===== config.mk =====
export PLATFORM = sky130hd
export DESIGN_NAME = partition_move_selector
export DESIGN_NICKNAME = d
export VERILOG_FILES = /design/src/rtl/pms_pkg.sv /design/src/rtl/partition_move_selector.sv /design/src/rtl/pms_cell.sv /design/src/rtl/pms_rank.sv
export SDC_FILE = /design/constraint.sdc
export NUM_CORES = 1
export LEC_CHECK = 0
export ABC_AREA = 1
export BUFFER_PORTS_ARGS = -buffer_cell sky130_fd_sc_hd__buf_2
export CORE_ASPECT_RATIO = 1.1
export CORE_MARGIN = 3
export CORE_UTILIZATION = 55
export DETAILED_ROUTE_END_ITERATION = 16
export MAX_ROUTING_LAYER = met4
export PLACE_DENSITY = 0.72
export SLEW_MARGIN = 20
export SYNTH_ARGS = -nofsm -noshare
export SYNTH_HDL_FRONTEND = slang
export SYNTH_SLANG_ARGS = --single-unit

===== constraint.sdc =====
create_clock -name aclk -period 5.7 [get_ports aclk]
set_input_delay 1.425 -clock aclk [delete_from_list [all_inputs] [get_ports aclk]]
set_output_delay 1.425 -clock aclk [all_outputs]
set_load 0.02 [all_outputs]

===== src/rtl/pms_pkg.sv =====
// shared types and constants of the partition move selector
package pms_pkg;

    localparam int DEF_MAX_SHARDS  = 16;
    localparam int DEF_COUNT_WIDTH = 16;

    localparam int NODE_W   = 20;
    localparam int SHARD_W  = 4;
    localparam int PCT_W    = 7;
    localparam int CFG_W    = 5;
    localparam int GAIN_W   = 16;
    localparam int S_DATA_W = 40;
    localparam int M_DATA_W = 40;

    localparam logic [CFG_W-1:0] SHARD_COUNT_RESET = 5'd8;
    localparam logic [PCT_W-1:0] PCT_1ST_MAX       = 7'd49;
    localparam logic [PCT_W-1:0] PCT_2ND_MAX       = 7'd79;

    typedef enum logic [1:0] {
        ST_IDLE,
        ST_HOME,
        ST_EVAL,
        ST_DONE
    } pms_state_t;

    typedef enum logic [1:0] {
        CHOICE_1ST,
        CHOICE_2ND,
        CHOICE_3RD
    } pms_choice_t;

    typedef struct packed {
        logic               inc_en;
        logic [SHARD_W-1:0] nb_sel;
        logic               shift_en;
    } pms_cell_ctrl_t;

    typedef struct packed {
        logic clear;
        logic offer;
    } pms_rank_ctrl_t;

endpackage


===== src/rtl/partition_move_selector.sv =====
// top level of the partition move selector
// Counts the neighbor partitions of one node into a chain of saturating cells, one
// cell per partition. Neighbor items are taken one per cycle while idle; s_tready is
// low during the scan and until the result is loaded. The item with tlast set starts
// the node-end scan: the chain rotates once to read the home count out of its head
// cell, then shifts in zeros, feeding one partition per cycle to the top-three
// ranking unit while the histogram clears. The result register is then loaded. It
// holds its item while the next node's neighbors are counted; only the end of the
// next scan waits for it to be taken. shard_count may be written only between nodes.
module partition_move_selector #(
    parameter int MAX_SHARDS  = pms_pkg::DEF_MAX_SHARDS,
    parameter int COUNT_WIDTH = pms_pkg::DEF_COUNT_WIDTH
) (
    input  logic                          aclk,
    input  logic                          aresetn,
    input  logic                          cfg_we,
    input  logic [pms_pkg::CFG_W-1:0]     cfg_wdata,   // shard_count
    input  logic                          s_tvalid,
    output logic                          s_tready,
    // node_id[19:0], home_shard[23:20], neighbor_shard[27:24], rand_pct[34:28]
    input  logic [pms_pkg::S_DATA_W-1:0]  s_tdata,
    input  logic                          s_tuser,     // has_neighbor
    input  logic                          s_tlast,     // last_neighbor
    output logic                          m_tvalid,
    input  logic                          m_tready,
    // out_node_id[19:0], destination[23:20], move_gain[39:24]
    output logic [pms_pkg::M_DATA_W-1:0]  m_tdata,
    output logic                          m_tuser      // move_valid
);
    import pms_pkg::*;

    localparam int PW = $clog2(MAX_SHARDS);
    localparam int NW = $clog2(MAX_SHARDS + 1);
    localparam int AW = (NW > CFG_W) ? NW : CFG_W;
    localparam int XW = (PW > SHARD_W) ? PW : SHARD_W;
    localparam int GW = (COUNT_WIDTH > GAIN_W) ? COUNT_WIDTH : GAIN_W;

    pms_state_t state_reg, state_next;

    logic [CFG_W-1:0]       shard_count_reg;
    logic [PW-1:0]          scan_reg, scan_next;
    logic                   scan_last;
    logic [NODE_W-1:0]      node_reg;
    logic [SHARD_W-1:0]     home_reg;
    logic [PCT_W-1:0]       pct_reg;
    logic                   home_ok_reg;
    logic [COUNT_WIDTH-1:0] home_cnt_reg;
    logic                   m_valid_reg;
    logic [M_DATA_W-1:0]    m_data_reg;
    logic                   m_user_reg;

    logic [AW-1:0]          active;
    logic                   s_accept;
    logic                   start;
    logic                   out_free;
    logic                   rotate;
    logic                   load_out;
    logic [NODE_W-1:0]      in_node;
    logic [SHARD_W-1:0]     in_home;
    logic [SHARD_W-1:0]     in_nb;
    logic [PCT_W-1:0]       in_pct;

    pms_cell_ctrl_t         cell_ctrl;
    pms_rank_ctrl_t         rank_ctrl;
    logic [COUNT_WIDTH-1:0] counts [MAX_SHARDS];
    logic [COUNT_WIDTH-1:0] head;
    logic                   cand_ok;
    pms_choice_t            choice;
    logic                   sel_valid;
    logic [COUNT_WIDTH-1:0] sel_gain;
    logic [PW-1:0]          sel_part;
    logic [GW-1:0]          gain_wide;
    logic [GAIN_W-1:0]      gain_out;
    logic [XW-1:0]          part_wide;

    assign in_node = s_tdata[NODE_W-1:0];
    assign in_home = s_tdata[NODE_W +: SHARD_W];
    assign in_nb   = s_tdata[NODE_W+SHARD_W +: SHARD_W];
    assign in_pct  = s_tdata[NODE_W+2*SHARD_W +: PCT_W];

    assign active = (AW'(shard_count_reg) < AW'(MAX_SHARDS)) ?
                    AW'(shard_count_reg) : AW'(MAX_SHARDS);

    assign s_accept  = s_tvalid && s_tready;
    assign start     = s_accept && s_tlast;
    assign out_free  = !m_valid_reg || m_tready;
    assign scan_last = (scan_reg == PW'(MAX_SHARDS - 1));
    assign head      = counts[0];

    // next state
    always_comb begin
        state_next = state_reg;
        case (state_reg)
            ST_IDLE: begin
                if (start) begin
                    state_next = ST_HOME;
                end
            end
            ST_HOME: begin
                if (scan_last) begin
                    state_next = ST_EVAL;
                end
            end
            ST_EVAL: begin
                if (scan_last) begin
                    state_next = ST_DONE;
                end
            end
            ST_DONE: begin
                if (out_free) begin
                    state_next = ST_IDLE;
                end
            end
            default: begin
                state_next = ST_IDLE;
            end
        endcase
    end

    // outputs of the sequencer
    always_comb begin
        s_tready           = 1'b0;
        rotate             = 1'b0;
        load_out           = 1'b0;
        cell_ctrl.inc_en   = 1'b0;
        cell_ctrl.nb_sel   = in_nb;
        cell_ctrl.shift_en = 1'b0;
        rank_ctrl.clear    = 1'b0;
        rank_ctrl.offer    = 1'b0;
        case (state_reg)
            ST_IDLE: begin
                s_tready         = 1'b1;
                cell_ctrl.inc_en = s_accept && s_tuser && (AW'(in_nb) < active);
                rank_ctrl.clear  = start;
            end
            ST_HOME: begin
                rotate             = 1'b1;
                cell_ctrl.shift_en = 1'b1;
            end
            ST_EVAL: begin
                cell_ctrl.shift_en = 1'b1;
                rank_ctrl.offer    = cand_ok;
            end
            ST_DONE: begin
                load_out = out_free;
            end
            default: begin
                s_tready = 1'b0;
            end
        endcase
    end

    always_comb begin
        if (state_reg == ST_HOME || state_reg == ST_EVAL) begin
            scan_next = scan_last ? '0 : scan_reg + PW'(1);
        end else begin
            scan_next = '0;
        end
    end

    always_ff @(posedge aclk) begin
        if (!aresetn) begin
            state_reg       <= ST_IDLE;
            scan_reg        <= '0;
            shard_count_reg <= SHARD_COUNT_RESET;
            m_valid_reg     <= 1'b0;
        end else begin
            state_reg <= state_next;
            scan_reg  <= scan_next;
            if (cfg_we) begin
                shard_count_reg <= cfg_wdata;
            end
            if (load_out) begin
                m_valid_reg <= 1'b1;
            end else if (m_tready) begin
                m_valid_reg <= 1'b0;
            end
        end
    end

    // node-end context and home count
    always_ff @(posedge aclk) begin
        if (start) begin
            node_reg     <= in_node;
            home_reg     <= in_home;
            pct_reg      <= in_pct;
            home_ok_reg  <= (AW'(in_home) < active);
            home_cnt_reg <= '0;
        end else if (state_reg == ST_HOME && home_ok_reg &&
                     AW'(scan_reg) == AW'(home_reg)) begin
            home_cnt_reg <= head;
        end
    end

    // cell chain: head is cell 0; rotate while reading home, then drain with zeros
    for (genvar i = 0; i < MAX_SHARDS; i++) begin : g_cell
        logic [COUNT_WIDTH-1:0] shift_in;
        if (i == MAX_SHARDS - 1) begin : g_tail
            assign shift_in = rotate ? counts[0] : '0;
        end else begin : g_body
            assign shift_in = counts[i+1];
        end
        pms_cell #(
            .CW    (COUNT_WIDTH),
            .INDEX (i)
        ) u_cell (
            .aclk     (aclk),
            .aresetn  (aresetn),
            .ctrl     (cell_ctrl),
            .shift_in (shift_in),
            .count    (counts[i])
        );
    end

    assign cand_ok = (AW'(scan_reg) < active) && (AW'(scan_reg) != AW'(home_reg)) &&
                     (head > home_cnt_reg);

    always_comb begin
        if (pct_reg <= PCT_1ST_MAX) begin
            choice = CHOICE_1ST;
        end else if (pct_reg <= PCT_2ND_MAX) begin
            choice = CHOICE_2ND;
        end else begin
            choice = CHOICE_3RD;
        end
    end

    pms_rank #(
        .CW (COUNT_WIDTH),
        .PW (PW)
    ) u_rank (
        .aclk      (aclk),
        .aresetn   (aresetn),
        .ctrl      (rank_ctrl),
        .cand_gain (head - home_cnt_reg),
        .cand_part (scan_reg),
        .choice    (choice),
        .sel_valid (sel_valid),
        .sel_gain  (sel_gain),
        .sel_part  (sel_part)
    );

    assign gain_wide = GW'(sel_gain);
    assign gain_out  = (gain_wide > GW'({GAIN_W{1'b1}})) ? {GAIN_W{1'b1}} :
                       gain_wide[GAIN_W-1:0];
    assign part_wide = XW'(sel_part);

    always_ff @(posedge aclk) begin
        if (load_out) begin
            m_user_reg <= sel_valid;
            if (sel_valid) begin
                m_data_reg <= {gain_out, part_wide[SHARD_W-1:0], node_reg};
            end else begin
                m_data_reg <= {{GAIN_W{1'b0}}, {SHARD_W{1'b0}}, node_reg};
            end
        end
    end

    assign m_tvalid = m_valid_reg;
    assign m_tdata  = m_data_reg;
    assign m_tuser  = m_user_reg;

endmodule


===== src/rtl/pms_cell.sv =====
// one histogram cell: a saturating counter that also shifts along the chain
module pms_cell #(
    parameter int CW    = pms_pkg::DEF_COUNT_WIDTH,
    parameter int INDEX = 0
) (
    input  logic                    aclk,
    input  logic                    aresetn,
    input  pms_pkg::pms_cell_ctrl_t ctrl,
    input  logic [CW-1:0]           shift_in,
    output logic [CW-1:0]           count
);
    import pms_pkg::*;

    logic [CW-1:0] count_reg;
    logic [CW-1:0] count_next;
    logic          hit;

    assign hit = ctrl.inc_en && (32'(ctrl.nb_sel) == INDEX) && (count_reg != {CW{1'b1}});

    always_comb begin
        if (ctrl.shift_en) begin
            count_next = shift_in;
        end else if (hit) begin
            count_next = count_reg + CW'(1);
        end else begin
            count_next = count_reg;
        end
    end

    always_ff @(posedge aclk) begin
        if (!aresetn) begin
            count_reg <= '0;
        end else begin
            count_reg <= count_next;
        end
    end

    assign count = count_reg;

endmodule


===== src/rtl/pms_rank.sv =====
// keeps the three best positive-gain moves and picks one by rank
module pms_rank #(
    parameter int CW = pms_pkg::DEF_COUNT_WIDTH,
    parameter int PW = 4
) (
    input  logic                    aclk,
    input  logic                    aresetn,
    input  pms_pkg::pms_rank_ctrl_t ctrl,
    input  logic [CW-1:0]           cand_gain,
    input  logic [PW-1:0]           cand_part,
    input  pms_pkg::pms_choice_t    choice,
    output logic                    sel_valid,
    output logic [CW-1:0]           sel_gain,
    output logic [PW-1:0]           sel_part
);
    import pms_pkg::*;

    logic [CW-1:0] gain_reg [3];
    logic [CW-1:0] gain_next [3];
    logic [PW-1:0] part_reg [3];
    logic [PW-1:0] part_next [3];
    logic [1:0]    found_reg;
    logic [1:0]    found_next;
    logic          above0;
    logic          above1;
    logic          above2;
    logic [1:0]    pick;

    // scan runs upward, so an equal gain from a later partition ranks higher
    assign above0 = (found_reg == 2'd0) || (cand_gain >= gain_reg[0]);
    assign above1 = (found_reg <= 2'd1) || (cand_gain >= gain_reg[1]);
    assign above2 = (found_reg <= 2'd2) || (cand_gain >= gain_reg[2]);

    always_comb begin
        gain_next  = gain_reg;
        part_next  = part_reg;
        found_next = found_reg;
        if (ctrl.clear) begin
            found_next = 2'd0;
        end else if (ctrl.offer) begin
            if (found_reg != 2'd3) begin
                found_next = found_reg + 2'd1;
            end
            if (above0) begin
                gain_next[2] = gain_reg[1];
                part_next[2] = part_reg[1];
                gain_next[1] = gain_reg[0];
                part_next[1] = part_reg[0];
                gain_next[0] = cand_gain;
                part_next[0] = cand_part;
            end else if (above1) begin
                gain_next[2] = gain_reg[1];
                part_next[2] = part_reg[1];
                gain_next[1] = cand_gain;
                part_next[1] = cand_part;
            end else if (above2) begin
                gain_next[2] = cand_gain;
                part_next[2] = cand_part;
            end
        end
    end

    always_ff @(posedge aclk) begin
        if (!aresetn) begin
            found_reg <= 2'd0;
        end else begin
            found_reg <= found_next;
        end
    end

    always_ff @(posedge aclk) begin
        gain_reg <= gain_next;
        part_reg <= part_next;
    end

    // fewer moves than asked for: take the lowest-ranked one
    assign pick      = (2'(choice) < found_reg) ? 2'(choice) : (found_reg - 2'd1);
    assign sel_valid = (found_reg != 2'd0);
    assign sel_gain  = gain_reg[pick];
    assign sel_part  = part_reg[pick];

endmodule


---- Word-level counts from Yosys, hierarchy flattened ----
Cells that the tools add are included.
operators by class
  $add $sub $neg .......................... 20
  order comparisons ....................... 15
  eq/ne operators ......................... 42
  muxes and demuxes ....................... 66
  bitwise operators ....................... 4
  reduce and logical (&&, ||, !) cells .... 77
operators by type and width
  cell                                                                               number
  16-bit 2-to-1 mux                                                                  39
  16-bit by 1-bit adder with 16-bit output (second input constant)                   16
  16-bit inequality test (second input constant)                                     16
  16-bit >= comparator                                                               3
  1-bit logical AND                                                                  40
  2-bit nonzero test                                                                 19
  4-bit equality test (second input constant)                                        9
  16-bit binary-select mux with 2-bit select                                         1
  32-bit 2-to-1 mux                                                                  1
  4-bit 2-to-1 mux                                                                   5
  4-bit by 3-bit equality test with 1-bit output (second input constant)             4
  16-bit greater-than comparator                                                     1
  16-bit greater-than comparator (second input constant)                             1
  16-bit subtractor                                                                  1
  4-bit by 5-bit < comparator with 1-bit output                                      3
  2-bit 2-to-1 mux                                                                   7
  2-bit inequality test (second input constant)                                      5
  1-bit 2-to-1 mux                                                                   9
  3-bit AND reduction                                                                3
  4-bit binary-select mux with 2-bit select                                          1
  4-bit by 2-bit equality test with 1-bit output (second input constant)             2
  8-bit 2-to-1 mux                                                                   1
  2-bit one-hot mux with 4 select lines                                              1
  7-bit by 6-bit less-or-equal comparator with 1-bit output (second input constant)  1
  other kinds (26)                                                                   35
storage, ports and cells
  flip-flop bits (word level) ............. 419
  bits of input ports ..................... 52
  output and inout bits ................... 43

---- Logic depth before layout (Yosys ltp) ----
  word-level depth ........................ 11
  mapped depth ............................ 22
  mapped depth without buffers ............ 21

---- By module ----
A second synthesis with hierarchy kept.
second synthesis, totals
  cells, all modules ...................... 4497
  area total of the unflattened synthesis .. 28608.7 µm²
by module, submodules not included
  module                            times used  cells an instance  area an instance (µm²)  seq. area each (µm²)
  partition_move_selector           1           597                5056.1                  2722.6
  pms_cell (g_cell[10].u_cell ...)  4           213                1208.7                  320.3
  pms_cell (g_cell[11].u_cell ...)  4           212                1204.9                  320.3
  pms_rank                          1           522                4305.4                  1841.8
  pms_cell (g_cell[15].u_cell ...)  3           210                1199.9                  320.3
  pms_cell (g_cell[2].u_cell)       1           213                1207.4                  320.3
  pms_cell (g_cell[3].u_cell)       1           212                1203.7                  320.3
  pms_cell (g_cell[0].u_cell)       1           210                1198.6                  320.3
  pms_cell (g_cell[12].u_cell)      1           209                1196.1                  320.3
  pms_cell (g_cell[1].u_cell)       1           204                1187.4                  320.3

---- Worst setup path after synthesis ----
No wires, ideal clock.
  path type ............................... reg-to-reg
  start point ............................. reg g_cell[0].u_cell.count_reg[0]
  end point ............................... reg u_rank.gain_reg[32] in the netlist's numbering (enable)
  library setup time ...................... 0.397 ns
  data arrival time ....................... 3.725 ns
  path slack .............................. 1.578 ns
  stages on the path, launching flop included .. 20
  path through ............................ dfxtp_1 > inv_1 > ha_1 > inv_1 > fa_1 > nand3_1 > nand2_1 > nand2_1 > nand2_1 > a21oi_1 > xnor2_1 > ha_1 > nand2_1 > nor4_1 > nand3_1 > nand3_1 > nor2_1 > buf_2 > buf_2 > nor2_1
on the way
  cells in the longest elaborated chain, start to end .. 4
RTL lines
  what                                  line                            source
  from (decl)                           pms_cell.sv:14                  logic [CW-1:0] count_reg;
  from (signal assigned)                pms_cell.sv:34                  count_reg <= count_next;
  16-bit subtractor                     partition_move_selector.sv:235  .cand_gain (head - home_cnt_reg),
  net u_rank.cand_gain[12]              pms_rank.sv:9                   input logic [CW-1:0] cand_gain,
  16-bit >= comparator                  pms_rank.sv:30                  assign above0 = (found_reg == 2'd0) || (cand_gain >= gain_reg[0]);
  1-bit logical OR                      pms_rank.sv:30
  3-bit AND reduction (no source line)  -
  to (signal assigned)                  pms_rank.sv:72                  gain_reg <= gain_next;
  to (decl)                             pms_rank.sv:18                  logic [CW-1:0] gain_reg [3];
The timed path passes the listed nets, and every way through them passes these cells.
A chain may end at the register's enable or synchronous reset.

---- Final worst setup path ----
  start point ............................. reg g_cell[0].u_cell.count_reg[0]
  end point ............................... reg u_rank.part_reg[5] in the netlist's numbering (enable)
on the way
  cells in the longest elaborated chain, start to end .. 5
RTL lines
  what                                            line                            source
  16-bit subtractor *                             partition_move_selector.sv:235
  net u_rank.cand_gain[14]                        pms_rank.sv:9
  16-bit >= comparator, on equally long branches  pms_rank.sv:31, pms_rank.sv:30
  1-bit logical OR, on equally long branches      pms_rank.sv:31, pms_rank.sv:30
  2-bit nonzero test (no source line) *           -
  3-bit AND reduction (no source line) *          -
  to (signal assigned)                            pms_rank.sv:73                  part_reg <= part_next;
  to (decl)                                       pms_rank.sv:20                  logic [PW-1:0] part_reg [3];
Mark *: on every way through the listed nets, which the timed path passes. The rest lies on a longest branch.

==> summary.txt <==
Post-synth top flop: dfxtp_1
Die H: 235 um
Clock buffer depth: 3
Max FFs per register: 256
Mapped cell area: 26100 um^2
I/O pin total: 95
Multiplexer share of the synthesized area: 0%
Grt ovf: 0
Clk pwr share: 29.2%
Met3 usage: 2.87%
Wire length per cell: 14.7 um
Seq pwr share: 32.9%
Root buffer cell: clkbuf_16
Final HPWL DP: 44200 um
Synth Area per Inst: 6.96 um^2
Clock sinks: 418
Post-DR vias/cell: 5.46
Vias: 24100
CP Max Fanout: 20
GRT Total Usage: 26.2%
Max Clock Skew: 0.0176 ns
Post-CTS Setup Inserts: 0
Status: finished clean
Post-layout min period: 4.46 ns
Initial DRC count: 1790
Yosys reg bits: 418
Largest net degree at the start of global routing: 159
Distinct cells, synth: 43
Vias in the first global route: 21900
Row cnt: 83
First-pass GRT wire length: 109000 um
Final setup violation count: 0
Core Footprint: 46800 um^2
Comb pwr share: 38.0%
FFs w/ async S/R, synth: 0%
Die Area: 50200 um^2
Gpl congestion: 0.902
Worst vdd ir: 0.363 mV
Worst Path Arrival: 4.65 ns
Multi-input gate area: 14400 um^2
TritonCTS clock tree: done
N_diodes: 0
CTS buffer count: 47
Final Hold Vio Count: 0
Slew headroom: 27.4%
Top Usage Layer GRT: met2
# H-tree levels: 2
Register area: 9690 um^2
Router iterations before antenna repair: 5
Tcrit/Tclk final: 78.2%
DRT Wirelength: 64900 um
Number of routed nets with antenna violations: 0
HP Class: register to register
Die Wd: 214 um
Fmax: 224 MHz
Critical path class: register to register
Yosys warns: 0
Ratio of cells with drive above 1 in the final layout: 6.74%
Critical Path RT: 5.90 ns
Initial Utilization: 55.8%
Post-synthesis simple-gate area fraction: 32.2%
P_leak: 10.4 nW
Setup TNS: 0 ns
Unrepaired setup endpoints after global routing: no
Crit end category: register
EDFF count, synth: 132
Met2 Usage GRT: 44.0%
Slew Viols, Final: 0
Maxcap violations: 0
Fillers: 4468
Sw Share: 41.0%
DRC violations left: 0
Post-CTS Hold Buffers: 0
Adder-cell area share of the yosys netlist: 4.77%
Syn Inst Count: 3755
Initial antenna violation count: 0
Power per cell area: 388 nW/um^2
Area grow syn2layout: 8.54%
Layout Nets: 3884
CP startpoint kind: register
Least-Margin Pin Slew: 1.09 ns
CTS resizes: 0
Clock latency on the worst-skew pair: 0.58 ns
Cell area after layout: 28400 um^2
Main combinational cell family by area after synthesis: simple AND/OR/NAND/NOR gates
Syn nets: 3906
Post-synthesis compound-gate area fraction: 13.5%
Sw power: 0.00451 W
P_int: 0.00648 W
Register area share after synthesis: 37.1%
Xor and xnor area share after synthesis: 4.46%
Area post-placement: 26700 um^2
GR Util met1: 33.7%
IO buf count: 88
Worst-path clk slew: 0.06 ns
-- path summary, 6_finish.rpt --
check,from,to,slack [ns],cells past startpoint
worst max-delay path,g_cell[0].u_cell.count[0],u_rank.part_reg[5],1.24,21
worst min-delay path,node_reg[17],m_tdata[17],0.41,0
worst max register to register,g_cell[0].u_cell.count[0],u_rank.part_reg[5],1.24,21
worst min register to register,node_reg[17],m_tdata[17],0.41,0
-- cells in the mapped netlist (3+ instances only) --
master	count	area share, %
xnor2_1	26	0.87
inv_1	303	4.4
o21bai_1	5	0.14
xor2_1	107	3.6
nand3_1	482	9.2
o211ai_1	6	0.17
nand4_2	5	0.24
nand2_4	10	0.43
nand4_4	11	0.90
dfxtp_1	286	22
nand3b_1	3	0.086
o21ai_0	324	6.2
nor2_1	242	3.5
nand2_2	8	0.19
a22oi_1	6	0.17
buf_6	13	0.56
buf_4	14	0.40
clkbuf_1	102	1.5
nor3b_1	10	0.29
ha_1	98	4.7
buf_2	38	0.73
buf_1	18	0.26
edfxtp_1	132	15
a21oi_1	343	6.6
or2_2	12	0.29
nand4_1	35	0.84
nand2_1	1040	15
nor3_1	54	1.0
-- kinds of logic (layout without fill, tap and decap cells) --
group / count (synthesis) / in the layout
and+or+nand+nor: 1920 / 1920
AOI/OAI and AO/OA: 694 / 694
xor gates and xnor gates: 133 / 133
DFF: 418 / 418
buffers and inverters: 491 / 506
adders and majority gates: 99 / 99
-- placed cells by master (no fill, tap or decap), types with 6 or more instances in the layout --
master | netlist | final
ha_1 | 98 | 97
nor3_1 | 54 | 54
nand3_1 | 482 | 482
bufinv_16 | 0 | 6
nand2_2 | 8 | 8
xnor2_1 | 26 | 26
nand2_1 | 1040 | 1040
inv_1 | 303 | 301
buf_2 | 38 | 88
o211ai_1 | 6 | 6
a21oi_1 | 343 | 342
clkinv_2 | 0 | 8
clkbuf_16 | 0 | 47
a22oi_1 | 6 | 6
nor2_1 | 242 | 241
clkbuf_8 | 0 | 14
buf_4 | 14 | 25
nand4_4 | 11 | 11
o21ai_0 | 324 | 324
xor2_1 | 107 | 107
dfxtp_1 | 286 | 286
or2_2 | 12 | 12
nand4_1 | 35 | 35
nor3b_1 | 10 | 10
nand2_4 | 10 | 10
edfxtp_1 | 132 | 132
-- worst max-delay path: stages (launching register included) --
cell,delay (ns)
dfxtp_1,0.38
inv_1,0.11
ha_1,0.14
inv_1,0.05
fa_1,0.41
nand3_1,0.10
nand2_1,0.09
nand3_1,0.08
nand2_1,0.10
nand3_1,0.13
nand2_1,0.07
nand2_1,0.06
nand2_1,0.16
ha_1,0.33
nand2_1,0.08
nor4_1,0.54
nand3_1,0.17
nand3_1,0.19
nor2_4,0.04
nand2_1,0.11
nand2_1,0.08
inv_1,0.62
-- stage by stage --
stage          hold slack (ns)  total power (W)  setup WS, ns  utilization, %  cells
2_1_floorplan            0.400          0.00693          1.58               -   3755
3_3_place_gp             0.400          0.00776          1.31            57.0   4321
3_5_place_dp             0.405          0.00782          1.24            57.0   4321
4_1_cts                  0.415           0.0111          1.23            60.5   4407
5_1_grt                  0.422           0.0118         0.783            60.6   4407
6_report                 0.412           0.0110          1.24            60.6   4407
-- cell type report --
type	count	share of cell area, %
sequential	418	34.2
timing repair buffer	116	2.40
clock buffer	65	4.88
clock inverter	21	0.909
multi-input combinational	2846	50.8
inverter	304	4.08
tap	637	2.81
-- layer usage --
metal	part of all wire, %	vias up	wire length (um)
li1	-	12500	-
met1	44	11000	28300
met2	49	516	32100
met3	4.3	103	2780
met4	2.6	0	1680
met5	0	-	0
-- power by group through the flow --
stage | clock, W | sequential, W | combinational (W)
after floorplan | 0 | 0.00365 | 0.00328
after global placement | 0 | 0.00367 | 0.00410
after detailed placement | 0 | 0.00367 | 0.00415
after CTS | 0.00328 | 0.00361 | 0.00419
after global routing | 0.00339 | 0.00364 | 0.00474
final | 0.00321 | 0.00361 | 0.00417
Power figures use the tool's default switching activity.
